--- src/rtl/core/vsis_pkg.sv ---
// ----------------------------------------------------------------------------
// vsis_pkg
// Shared types and constants for the scanline interrupt sequencer.
// ----------------------------------------------------------------------------
package vsis_pkg;

   // Active display heights for 50 Hz and 60 Hz timing
   localparam logic [8:0] ACTIVE_PAL  = 9'd240;
   localparam logic [8:0] ACTIVE_NTSC = 9'd224;

   // Configuration register indexes
   localparam logic [1:0] CSR_PAL_MODE    = 2'd0;
   localparam logic [1:0] CSR_LINE_IRQ_EN = 2'd1;
   localparam logic [1:0] CSR_VBL_IRQ_EN  = 2'd2;
   localparam logic [1:0] CSR_LINE_RELOAD = 2'd3;

   // Configuration register set
   typedef struct packed {
      logic       pal_mode;
      logic       line_irq_enable;
      logic       vblank_irq_enable;
      logic [7:0] line_counter_reload;
   } cfg_type;

   // One scanline tick request
   typedef struct packed {
      logic render_frame;
      logic vint_pending_in;
   } req_type;

   // One scanline result
   typedef struct packed {
      logic [8:0]  line_number;
      logic        render_line;
      logic        hint_set;
      logic        cpu_irq4_request;
      logic        vint_raise;
      logic        z80_irq_level;
      logic [20:0] cpu_run_until;
      logic        frame_end;
   } rsp_type;

endpackage

--- src/rtl/core/vdp_scanline_interrupt_sequencer.sv ---
// ----------------------------------------------------------------------------
// vdp_scanline_interrupt_sequencer
// Scanline tick sequencer for line and vertical interrupts.
// ----------------------------------------------------------------------------
// One request on req_ is one video scanline tick; each produces exactly one
// response on rsp_ carrying the line handled, interrupt flags, the sound CPU
// interrupt level and the CPU run target for the line. rsp_tlast marks the
// last line of a frame, after which the line count wraps to 0.
// Requests land in a two-entry queue; the line engine takes one per cycle
// into the response register while that register is empty or rsp_tready is
// high, so a request passes a queue slot and then the response register.
// Throughput is one line per cycle under the same condition, set by the
// combinational counter/compare/multiply path of the line engine.
// When rsp_tready is low the response holds and the queue keeps filling;
// req_tready drops once both queue entries are taken.
// The user writes configuration on csr_ (index 0 pal_mode, 1 line irq enable,
// 2 vblank irq enable, 3 line counter reload) only while no tick is in flight.
// The block does not enforce this. Synchronous reset clears the configuration,
// line count, down counter, sound CPU level and both queue and response valid state.
// ----------------------------------------------------------------------------
module vdp_scanline_interrupt_sequencer #(
   parameter int LINES_PAL       = 313,
   parameter int LINES_NTSC      = 262,
   parameter int CYCLES_PER_LINE = 3420
) (
   input  logic        clock,
   input  logic        reset,
   // request channel
   input  logic        req_tvalid,
   output logic        req_tready,
   input  logic [7:0]  req_tdata,   // [0] render_frame, [1] vint_pending_in, zero fill
   // response channel
   output logic        rsp_tvalid,
   input  logic        rsp_tready,
   output logic [39:0] rsp_tdata,   // [8:0] line_number, [9] render_line, [10] hint_set,
                                    // [11] cpu_irq4_request, [12] vint_raise,
                                    // [13] z80_irq_level, [34:14] cpu_run_until, zero fill
   output logic        rsp_tlast,   // frame_end
   // configuration port
   input  logic        csr_wr_en,
   input  logic [1:0]  csr_index,
   input  logic [7:0]  csr_wdata
);

   vsis_pkg::cfg_type cfg_ff, cfg_in;
   vsis_pkg::req_type in_req;
   vsis_pkg::req_type q_req;
   vsis_pkg::rsp_type rsp;
   logic              q_valid;
   logic              q_pop;

   // Configuration register writes
   always_comb begin
      cfg_in = cfg_ff;
      if (csr_wr_en) begin
         case (csr_index)
            vsis_pkg::CSR_PAL_MODE:    cfg_in.pal_mode            = csr_wdata[0];
            vsis_pkg::CSR_LINE_IRQ_EN: cfg_in.line_irq_enable     = csr_wdata[0];
            vsis_pkg::CSR_VBL_IRQ_EN:  cfg_in.vblank_irq_enable   = csr_wdata[0];
            vsis_pkg::CSR_LINE_RELOAD: cfg_in.line_counter_reload = csr_wdata;
            default:                   cfg_in = cfg_ff;
         endcase
      end
   end

   always_ff @(posedge clock) begin
      if (reset) begin
         cfg_ff <= '0;
      end else begin
         cfg_ff <= cfg_in;
      end
   end

   // Request unpacking
   assign in_req.render_frame    = req_tdata[0];
   assign in_req.vint_pending_in = req_tdata[1];

   vsis_front u_front (
      .clock    (clock),
      .reset    (reset),
      .in_valid (req_tvalid),
      .in_ready (req_tready),
      .in_req   (in_req),
      .q_valid  (q_valid),
      .q_pop    (q_pop),
      .q_req    (q_req)
   );

   vsis_back #(
      .LINES_PAL       (LINES_PAL),
      .LINES_NTSC      (LINES_NTSC),
      .CYCLES_PER_LINE (CYCLES_PER_LINE)
   ) u_back (
      .clock     (clock),
      .reset     (reset),
      .cfg       (cfg_ff),
      .q_valid   (q_valid),
      .q_pop     (q_pop),
      .q_req     (q_req),
      .out_valid (rsp_tvalid),
      .out_ready (rsp_tready),
      .out_rsp   (rsp)
   );

   // Response packing
   assign rsp_tdata = {5'd0, rsp.cpu_run_until, rsp.z80_irq_level, rsp.vint_raise,
                       rsp.cpu_irq4_request, rsp.hint_set, rsp.render_line,
                       rsp.line_number};
   assign rsp_tlast = rsp.frame_end;

endmodule

--- src/rtl/core/vsis_front.sv ---
// ----------------------------------------------------------------------------
// vsis_front
// Request front end: takes ticks and holds them in a two-entry queue.
// ----------------------------------------------------------------------------
module vsis_front (
   input  logic              clock,
   input  logic              reset,
   input  logic              in_valid,
   output logic              in_ready,
   input  vsis_pkg::req_type in_req,
   output logic              q_valid,
   input  logic              q_pop,
   output vsis_pkg::req_type q_req
);

   vsis_pkg::req_type slot_ff [2];
   logic       wr_ptr_ff, wr_ptr_in;
   logic       rd_ptr_ff, rd_ptr_in;
   logic [1:0] count_ff, count_in;
   logic       push;
   logic       pop;

   assign in_ready = (count_ff != 2'd2);
   assign q_valid  = (count_ff != 2'd0);
   assign q_req    = slot_ff[rd_ptr_ff];
   assign push     = in_valid & in_ready;
   assign pop      = q_pop & q_valid;

   // Pointer and fill bookkeeping
   always_comb begin
      wr_ptr_in = push ? ~wr_ptr_ff : wr_ptr_ff;
      rd_ptr_in = pop ? ~rd_ptr_ff : rd_ptr_ff;
      count_in  = count_ff;
      if (push && !pop) begin
         count_in = count_ff + 2'd1;
      end else if (pop && !push) begin
         count_in = count_ff - 2'd1;
      end
   end

   always_ff @(posedge clock) begin
      if (reset) begin
         wr_ptr_ff <= 1'b0;
         rd_ptr_ff <= 1'b0;
         count_ff  <= 2'd0;
      end else begin
         wr_ptr_ff <= wr_ptr_in;
         rd_ptr_ff <= rd_ptr_in;
         count_ff  <= count_in;
      end
   end

   // Queue storage
   always_ff @(posedge clock) begin
      if (push) begin
         slot_ff[wr_ptr_ff] <= in_req;
      end
   end

endmodule

--- src/rtl/core/vsis_back.sv ---
// ----------------------------------------------------------------------------
// vsis_back
// Scanline engine: line count, line interrupt down counter, sound CPU
// interrupt level, and the registered result stage.
// ----------------------------------------------------------------------------
module vsis_back #(
   parameter int LINES_PAL       = 313,
   parameter int LINES_NTSC      = 262,
   parameter int CYCLES_PER_LINE = 3420
) (
   input  logic              clock,
   input  logic              reset,
   input  vsis_pkg::cfg_type cfg,
   input  logic              q_valid,
   output logic              q_pop,
   input  vsis_pkg::req_type q_req,
   output logic              out_valid,
   input  logic              out_ready,
   output vsis_pkg::rsp_type out_rsp
);

   localparam logic [8:0]  LinesPal  = 9'(LINES_PAL);
   localparam logic [8:0]  LinesNtsc = 9'(LINES_NTSC);
   localparam logic [31:0] CycLine   = 32'(CYCLES_PER_LINE);

   logic [8:0]        line_ff, line_in;
   logic signed [8:0] hint_cnt_ff, hint_cnt_in;
   logic              z80_ff, z80_in;
   logic              valid_ff, valid_in;
   vsis_pkg::rsp_type rsp_ff, rsp_in;

   logic [8:0]        height;
   logic [8:0]        lines;
   logic signed [8:0] cnt_cur;
   logic signed [8:0] cnt_dec;
   logic              underflow;
   logic [9:0]        next_line;
   logic [31:0]       run_prod;
   logic              hint;
   logic              fend;
   logic              step;

   assign step      = q_valid & (~valid_ff | out_ready);
   assign q_pop     = step;
   assign out_valid = valid_ff;
   assign out_rsp   = rsp_ff;

   // Per-line sequencing
   always_comb begin
      height    = cfg.pal_mode ? vsis_pkg::ACTIVE_PAL : vsis_pkg::ACTIVE_NTSC;
      lines     = cfg.pal_mode ? LinesPal : LinesNtsc;
      // reload on line 0 and past the first blanking line
      if ((line_ff == 9'd0) || (line_ff > height)) begin
         cnt_cur = $signed({1'b0, cfg.line_counter_reload});
      end else begin
         cnt_cur = hint_cnt_ff;
      end
      cnt_dec   = cnt_cur - 9'sd1;
      underflow = cnt_dec[8];
      hint      = underflow & cfg.line_irq_enable & (line_ff <= height);
      next_line = {1'b0, line_ff} + 10'd1;
      fend      = (next_line >= {1'b0, lines});
      run_prod  = 32'(next_line) * CycLine;

      z80_in = z80_ff;
      if (next_line == {1'b0, height}) begin
         z80_in = 1'b1;
      end else if (next_line == ({1'b0, height} + 10'd1)) begin
         z80_in = 1'b0;
      end

      hint_cnt_in = underflow ? $signed({1'b0, cfg.line_counter_reload}) : cnt_dec;
      line_in     = fend ? 9'd0 : next_line[8:0];

      rsp_in.line_number      = line_ff;
      rsp_in.render_line      = q_req.render_frame & (line_ff < height);
      rsp_in.hint_set         = hint;
      rsp_in.cpu_irq4_request = hint & ~q_req.vint_pending_in;
      rsp_in.vint_raise       = (next_line == {1'b0, height}) & cfg.vblank_irq_enable;
      rsp_in.z80_irq_level    = z80_in;
      rsp_in.cpu_run_until    = run_prod[20:0];
      rsp_in.frame_end        = fend;

      valid_in = step | (valid_ff & ~out_ready);
   end

   // Line state
   always_ff @(posedge clock) begin
      if (reset) begin
         line_ff     <= 9'd0;
         hint_cnt_ff <= 9'sd0;
         z80_ff      <= 1'b0;
         valid_ff    <= 1'b0;
      end else begin
         valid_ff <= valid_in;
         if (step) begin
            line_ff     <= line_in;
            hint_cnt_ff <= hint_cnt_in;
            z80_ff      <= z80_in;
         end
      end
   end

   // Result register
   always_ff @(posedge clock) begin
      if (step) begin
         rsp_ff <= rsp_in;
      end
   end

endmodule

--- config.mk ---
export PLATFORM = sky130hd
export DESIGN_NAME = vdp_scanline_interrupt_sequencer
export DESIGN_NICKNAME = d
export VERILOG_FILES = /design/src/rtl/core/vsis_pkg.sv /design/src/rtl/core/vdp_scanline_interrupt_sequencer.sv /design/src/rtl/core/vsis_front.sv /design/src/rtl/core/vsis_back.sv
export SDC_FILE = /design/constraint.sdc
export NUM_CORES = 1
export LEC_CHECK = 0
export BUFFER_PORTS_ARGS = -buffer_cell sky130_fd_sc_hd__buf_2
export CORE_UTILIZATION = 60
export DETAILED_ROUTE_END_ITERATION = 16
export PLACE_DENSITY = 0.83
export SLEW_MARGIN = 20
export SYNTH_ARGS = -nofsm -noshare
export SYNTH_HDL_FRONTEND = slang
export SYNTH_SLANG_ARGS = --single-unit
--- constraint.sdc ---
create_clock -name clock -period 7 [get_ports clock]
set_input_delay 1.4 -clock clock [delete_from_list [all_inputs] [get_ports clock]]
set_output_delay 1.4 -clock clock [all_outputs]
set_load 0.02 [all_outputs]
==> results.cfg, run 1 <==
[sta]
final_setup_violating_endpoints = 0
min_period_over_period = 0.895
rsz0062_at_grt = false
max_slew_violation_total_from_the_final_report = 0
max_slew_margin = 0.302
totalNegativeSetupSlack_ps = 0
layout_min_cycle_time_ps = 6270
worstMarginPinSlew_ps = 1040
finClkSkew_ps = 19.0
report.final.hold_viol_count = 0
max_freq_mhz = 160
post-route-worst-setup-slack_ps = 735

[final_layout]
layout_common_cells = sky130_fd_sc_hd__ha_1, sky130_fd_sc_hd__inv_1, sky130_fd_sc_hd__buf_2, sky130_fd_sc_hd__nor2_1, sky130_fd_sc_hd__edfxtp_1
synthesis_to_finish_area_growth_pct = 10.8
layout.cells.non_filler = 768
final_net_count = 769
layout_commonest_cell = sky130_fd_sc_hd__ha_1
n_diodes = 0
post_route_cells_drive_above_1_share = 0.161

[placement]
estimated_wirelength_of_the_detail_placed_design_um = 9100
io_buffer_count = 52
dp_slack_ps = 785
place_inst = 752
gp_routability_congestion = 0.890

[global_route]
grt_max_degree = 55
global_route_wire_length_before_repair_um = 20300
grt_overflow = 0
antenna_found_initial = 0
groute.usage.overall = 0.259
first_global_vias = 4236

[worst_hold_path]
timing.hold.worst_endpoint = u_back.out_valid
worst_hold_startpoint = u_back.out_valid
worst_hold_path.num_cells = 2
hold_path.class = flop to flop

[pwr]
power.static_leakage_nw = 3.28
switching_share = 0.424
cellInternalPower_mw = 1.32
vdd_drop_max_v = 0.000241
power.density_nw_per_um2 = 351
combPwrFrac = 0.500
p_clk_frac = 0.191
power.switching_uw = 972
power_share_of_the_sequential_group = 0.309

[route]
drc = 0
detail_route.wl_per_cell_um = 15.9
num_vias = 4382
initialDrtViolationCount = 297
post_drt_via_cell_ratio = 5.71
drtPass1Iterations = 4
wirelength_um = 12200
postRouteAntennaNets = 0

[floorplan]
core_um2 = 9370
std_cell_rows = 35
die_height_um = 101
initial_utilization = 0.629
floorplan.io_pins = 66
die-area_um2 = 10200
dieWidth_um = 101

[clock_tree]
cts_htree_levels = 3
cts.repair.resized = 0
postCtsSetupRepairBufs = 0
cts-root-buf = sky130_fd_sc_hd__clkbuf_8
tritoncts = yes
cts_buffer_depth = 2
cts.hold.buffers_added = 0
cts_num_sinks = 73
clk_latency_ps = 370
path_clk_slew_ps = 100
cts-buffers-inserted = 9

[synthesis]
primary_flip_flop_cell_chosen_by_synthesis_mapping = sky130_fd_sc_hd__edfxtp_1
yosys_warnings = 0
ys_async_sr_fraction = 0
synth.cell_area_um2 = 5890
synth.lib_cells_used.distinct = 71
synth-seq-area-share = 0.313
synth_edf_count = 38
synth-seq-cells = 73
synth_area_per_cell_um2 = 10.2
post_synth_inst_count = 579

[run]
max_cap_violations = 0

[critical_path]
timing.critical_path.from_type = flop
r2r.worst_path.cells = 20
setup.worst_path.start = u_back.line_ff[0]
worst-endpoint-required_ps = 7100
worst-path-max-fanout = 9
worstReg2RegStart = u_back.line_ff[0]
kind_of_end_point_of_the_critical_path = flop
worst_r2r_endpoint = u_back.out_rsp[20]
setup.worst_path.class = flop to flop
worst-r2r-setup-slack_ps = 730
cp_data_arrival_time_ps = 6370

[outcome]
run_status = completed
==> per-stage QoR <==
stage | util | cell area (um^2) | total power [mW] | hold slack, ps
finish | 0.697 | 6530 | 2.29 | 499
global placement | 0.669 | 6270 | 1.80 | 478
floorplan | - | 5910 | 1.58 | 403
detailed placement | 0.669 | 6270 | 1.84 | 488
global route | 0.697 | 6530 | 2.45 | 541
CTS | 0.697 | 6530 | 2.29 | 503
==> area by class of cell <==
class	count	area (um^2)
clock buffers	10	149
clock inverters	6	110
fillers	718	2840
inverters	79	297
multi-input cells	414	3670
flip-flops and latches	73	1840
well taps	129	161
repair buffers	57	298
==> synthesized netlist by cell type (3+ instances only) <==
| library cell | n | share of area |
|---|---|---|
| sky130_fd_sc_hd__ha_1 | 82 | 0.17 |
| sky130_fd_sc_hd__inv_1 | 79 | 0.050 |
| sky130_fd_sc_hd__nor2_1 | 46 | 0.029 |
| sky130_fd_sc_hd__edfxtp_1 | 38 | 0.19 |
| sky130_fd_sc_hd__dfxtp_1 | 35 | 0.12 |
| sky130_fd_sc_hd__fa_1 | 30 | 0.10 |
| sky130_fd_sc_hd__nand2_1 | 26 | 0.017 |
| sky130_fd_sc_hd__xnor2_1 | 21 | 0.031 |
| sky130_fd_sc_hd__o21ai_0 | 20 | 0.017 |
| sky130_fd_sc_hd__a21oi_1 | 19 | 0.016 |
| sky130_fd_sc_hd__nand3_1 | 17 | 0.014 |
| sky130_fd_sc_hd__mux2i_1 | 15 | 0.025 |
| sky130_fd_sc_hd__nor3_1 | 15 | 0.013 |
| sky130_fd_sc_hd__xor2_1 | 12 | 0.018 |
| sky130_fd_sc_hd__a211oi_1 | 9 | 0.011 |
| sky130_fd_sc_hd__buf_4 | 7 | 0.0089 |
| sky130_fd_sc_hd__clkbuf_1 | 7 | 0.0045 |
| sky130_fd_sc_hd__and3_1 | 6 | 0.0064 |
| sky130_fd_sc_hd__or3_1 | 6 | 0.0064 |
| sky130_fd_sc_hd__a21o_1 | 5 | 0.0064 |
| sky130_fd_sc_hd__buf_2 | 4 | 0.0034 |
| sky130_fd_sc_hd__nor4b_4 | 4 | 0.016 |
| sky130_fd_sc_hd__o21a_1 | 4 | 0.0051 |
| sky130_fd_sc_hd__a2111o_1 | 3 | 0.0057 |
| sky130_fd_sc_hd__a211o_1 | 3 | 0.0045 |
| sky130_fd_sc_hd__a311oi_1 | 3 | 0.0045 |
| sky130_fd_sc_hd__a31oi_1 | 3 | 0.0032 |
| sky130_fd_sc_hd__nand2b_1 | 3 | 0.0032 |
| sky130_fd_sc_hd__nand4_1 | 3 | 0.0032 |
| sky130_fd_sc_hd__nor2b_1 | 3 | 0.0032 |
| sky130_fd_sc_hd__nor4_1 | 3 | 0.0032 |
==> critical path, cell delays in order, from the launching register on <==
cell and delay, ps:
sky130_fd_sc_hd__dfxtp_1 510, sky130_fd_sc_hd__ha_1 360, sky130_fd_sc_hd__and3_1 260, sky130_fd_sc_hd__nand3_1 110, sky130_fd_sc_hd__xor2_1 160, sky130_fd_sc_hd__buf_4 190
sky130_fd_sc_hd__inv_1 110, sky130_fd_sc_hd__ha_1 300, sky130_fd_sc_hd__inv_1 60, sky130_fd_sc_hd__fa_1 520, sky130_fd_sc_hd__fa_1 440, sky130_fd_sc_hd__fa_1 550
sky130_fd_sc_hd__inv_1 50, sky130_fd_sc_hd__fa_1 470, sky130_fd_sc_hd__ha_1 390, sky130_fd_sc_hd__a21o_1 200, sky130_fd_sc_hd__a2111o_1 400, sky130_fd_sc_hd__a41o_1 240
sky130_fd_sc_hd__and2_4 160, sky130_fd_sc_hd__nor4b_4 120, sky130_fd_sc_hd__or3_1 380
==> cells by family (layout without fill, tap and decap cells) <==
kind of cell / count (synthesis) / in the layout / share of synthesized area
DFF: 73 / 73 / 0.313
and+or+nand+nor: 150 / 150 / 0.143
AOI/OAI and AO/OA: 95 / 95 / 0.122
xor gates and xnor gates: 33 / 33 / 0.0491
muxes: 17 / 17 / 0.0293
adders and majority gates: 112 / 112 / 0.276
buffers and inverters: 98 / 152 / 0.0677
other: 1 / 7 / 0.000636
==> power groups by stage <==
stage	Clock (mW)	Sequential [mW]	Combinational, mW
3_3_place_gp	0	0.710	1.09
3_5_place_dp	0	0.715	1.13
4_1_cts	0.442	0.707	1.14
6_report	0.438	0.708	1.15
5_1_grt	0.457	0.723	1.27
2_1_floorplan	0	0.814	0.770
==> worst max path at each step <==
stage	to	slack, ps	cells past startpoint
detailed placement	u_back.out_rsp[20]	780	20
global route	u_back.out_rsp[20]	450	20
finish	u_back.out_rsp[20]	730	20
CTS	u_back.out_rsp[20]	770	20
global placement	u_back.out_rsp[20]	880	20
floorplan	u_back.out_rsp[20]	1040	19
==> sequential cells by signal, summed over array words and instances, names as in the netlist, named ones only <==
register and flops:
u_front.count_ff 2, u_front.slot_ff 4, u_back.out_rsp 34, u_back.out_valid 1, cfg_ff 11, u_back.line_ff 9, u_back.hint_cnt_ff 8, u_front.rd_ptr_ff 1
u_back.z80_ff 1, u_front.wr_ptr_ff 1
==> metal layers <==
layer  share of wire  global-route usage  up-vias
li1                -                   -     2125
met1            0.44               0.349     2087
met2            0.49               0.421      144
met3           0.053              0.0534       26
met4           0.015              0.0736        0
met5               0                   0        -
(Power assumes the default switching activity.)
==> run 2, diff against run 1 <==
Settings changed: CORE_UTILIZATION 60 to 62, CTS_BUF_LIST from default to sky130_fd_sc_hd__clkbuf_2 sky130_fd_sc_hd__clkbuf_4 sky130_fd_sc_hd__clkbuf_8, PLACE_DENSITY 0.83 to 0.86.
==> results.cfg, run 2 (synthesis gave the netlist of run 1 again) <==
[floorplan]
die_height_um = 99.5
floorplan.io_pins = 66
std_cell_rows = 35
die-area_um2 = 9900
core_um2 = 9240
initial_utilization = 0.638
dieWidth_um = 99.5

[critical_path]
setup.worst_path.class = flop to flop
worst_r2r_endpoint = u_back.out_rsp[20]
timing.critical_path.from_type = flop
kind_of_end_point_of_the_critical_path = flop
worst-path-max-fanout = 9
cp_data_arrival_time_ps = 6340
worst-r2r-setup-slack_ps = 750
r2r.worst_path.cells = 20
worst-endpoint-required_ps = 7090
worstReg2RegStart = u_back.line_ff[0]

[clock_tree]
cts_htree_levels = 3
cts-buffers-inserted = 9
clk_latency_ps = 350
cts-root-buf = sky130_fd_sc_hd__clkbuf_8
cts_buffer_depth = 2
tritoncts = yes
cts.hold.buffers_added = 0
path_clk_slew_ps = 70
cts_num_sinks = 73
postCtsSetupRepairBufs = 0
cts.repair.resized = 0

[global_route]
groute.usage.overall = 0.259
global_route_wire_length_before_repair_um = 20100
antenna_found_initial = 0
grt_max_degree = 55
first_global_vias = 4294
grt_overflow = 0

[placement]
estimated_wirelength_of_the_detail_placed_design_um = 9080
io_buffer_count = 52
gp_routability_congestion = 0.905
dp_slack_ps = 791
placed_area_um2 = 6270

[sta]
totalNegativeSetupSlack_ps = 0
report.final.hold_viol_count = 0
rsz0062_at_grt = false
worstMarginPinSlew_ps = 897
post-route-worst-setup-slack_ps = 752
min_period_over_period = 0.893
max_slew_violation_total_from_the_final_report = 0
final_setup_violating_endpoints = 0
max_freq_mhz = 160
finClkSkew_ps = 13.5
max_slew_margin = 0.401
layout_min_cycle_time_ps = 6250

[route]
detail_route.wl_per_cell_um = 15.6
met3WireLength_um = 595
wl_met1_um = 5260
initialDrtViolationCount = 282
drc = 0
drtPass1Iterations = 5
post_drt_via_cell_ratio = 5.73
wirelength_um = 12000
num_vias = 4401
postRouteAntennaNets = 0
route.top_layer_used = met4
detailroute.wirelength.met2_um = 5920

[pwr]
finalPower_mw = 2.20
power.static_leakage_nw = 3.26
vdd_drop_max_v = 0.000220
power.density_nw_per_um2 = 340

[final_layout]
post_route_cells_drive_above_1_share = 0.161
layout_common_cells = sky130_fd_sc_hd__ha_1, sky130_fd_sc_hd__inv_1, sky130_fd_sc_hd__buf_2, sky130_fd_sc_hd__nor2_1, sky130_fd_sc_hd__edfxtp_1
final_net_count = 769
n_diodes = 0
post-route-cell-area_um2 = 6480
layout_commonest_cell = sky130_fd_sc_hd__ha_1
synthesis_to_finish_area_growth_pct = 10.0
core_util_final = 0.701
largest_register_ffs = 34

[run]
max_cap_violations = 0

[outcome]
run_status = completed

[worst_hold_path]
timing.hold.worst_endpoint = u_front.count_ff[1]
worst_hold_path.num_cells = 2
hold_path.class = flop to flop
worst_hold_startpoint = u_front.count_ff[1]
==> run 2: worst max path at each step <==
stage,from,to,slack (ps)
after detailed placement,u_back.line_ff[0],u_back.out_rsp[20],790
after CTS,u_back.line_ff[0],u_back.out_rsp[20],770
after floorplan,u_back.line_ff[0],u_back.out_rsp[20],1040
after global routing,u_back.line_ff[0],u_back.out_rsp[20],450
final,u_back.line_ff[0],u_back.out_rsp[20],750
after global placement,u_back.line_ff[0],u_back.out_rsp[20],920
==> run 2: worst max-delay path, stage by stage (launching register included) <==
cell and delay, ps:
sky130_fd_sc_hd__dfxtp_1 490, sky130_fd_sc_hd__ha_1 350, sky130_fd_sc_hd__and3_1 250, sky130_fd_sc_hd__nand3_1 110, sky130_fd_sc_hd__xor2_1 160, sky130_fd_sc_hd__buf_4 200, sky130_fd_sc_hd__inv_1 110, sky130_fd_sc_hd__ha_1 310
sky130_fd_sc_hd__inv_1 60, sky130_fd_sc_hd__fa_1 530, sky130_fd_sc_hd__fa_1 450, sky130_fd_sc_hd__fa_1 550, sky130_fd_sc_hd__inv_1 60, sky130_fd_sc_hd__fa_1 490, sky130_fd_sc_hd__ha_1 390, sky130_fd_sc_hd__a21o_1 190
sky130_fd_sc_hd__a2111o_1 400, sky130_fd_sc_hd__a41o_1 230, sky130_fd_sc_hd__and2_4 160, sky130_fd_sc_hd__nor4b_4 120, sky130_fd_sc_hd__or3_1 380
==> run 2: where the power goes <==
part	switching [mW]	internal [mW]
logic	0.716	0.428
registers	0.0770	0.633
clock network	0.160	0.189
total	0.953	1.25
==> run 2: layer usage <==
layer	vias to the layer above	global-route usage
met4	0	0.0894
met1	2121	0.330
met2	132	0.447
met5	-	0
met3	16	0.0436
li1	2132	-
==> run 2: final cells by class <==
| class | count | area [um^2] |
|---|---|---|
| Sequential cell | 73 | 1840 |
| Tap cell | 129 | 161 |
| Timing Repair Buffer | 57 | 298 |
| Multi-Input combinational cell | 414 | 3670 |
| Fill cell | 676 | 2760 |
| Clock inverter | 4 | 50.0 |
| Clock buffer | 12 | 159 |
| Inverter | 79 | 298 |
==> run 2: per-stage QoR <==
stage          hold slack, ps  cells
2_1_floorplan             403    585
3_3_place_gp              472    752
3_5_place_dp              490    752
4_1_cts                   508    768
5_1_grt                   556    768
6_report                  510    768
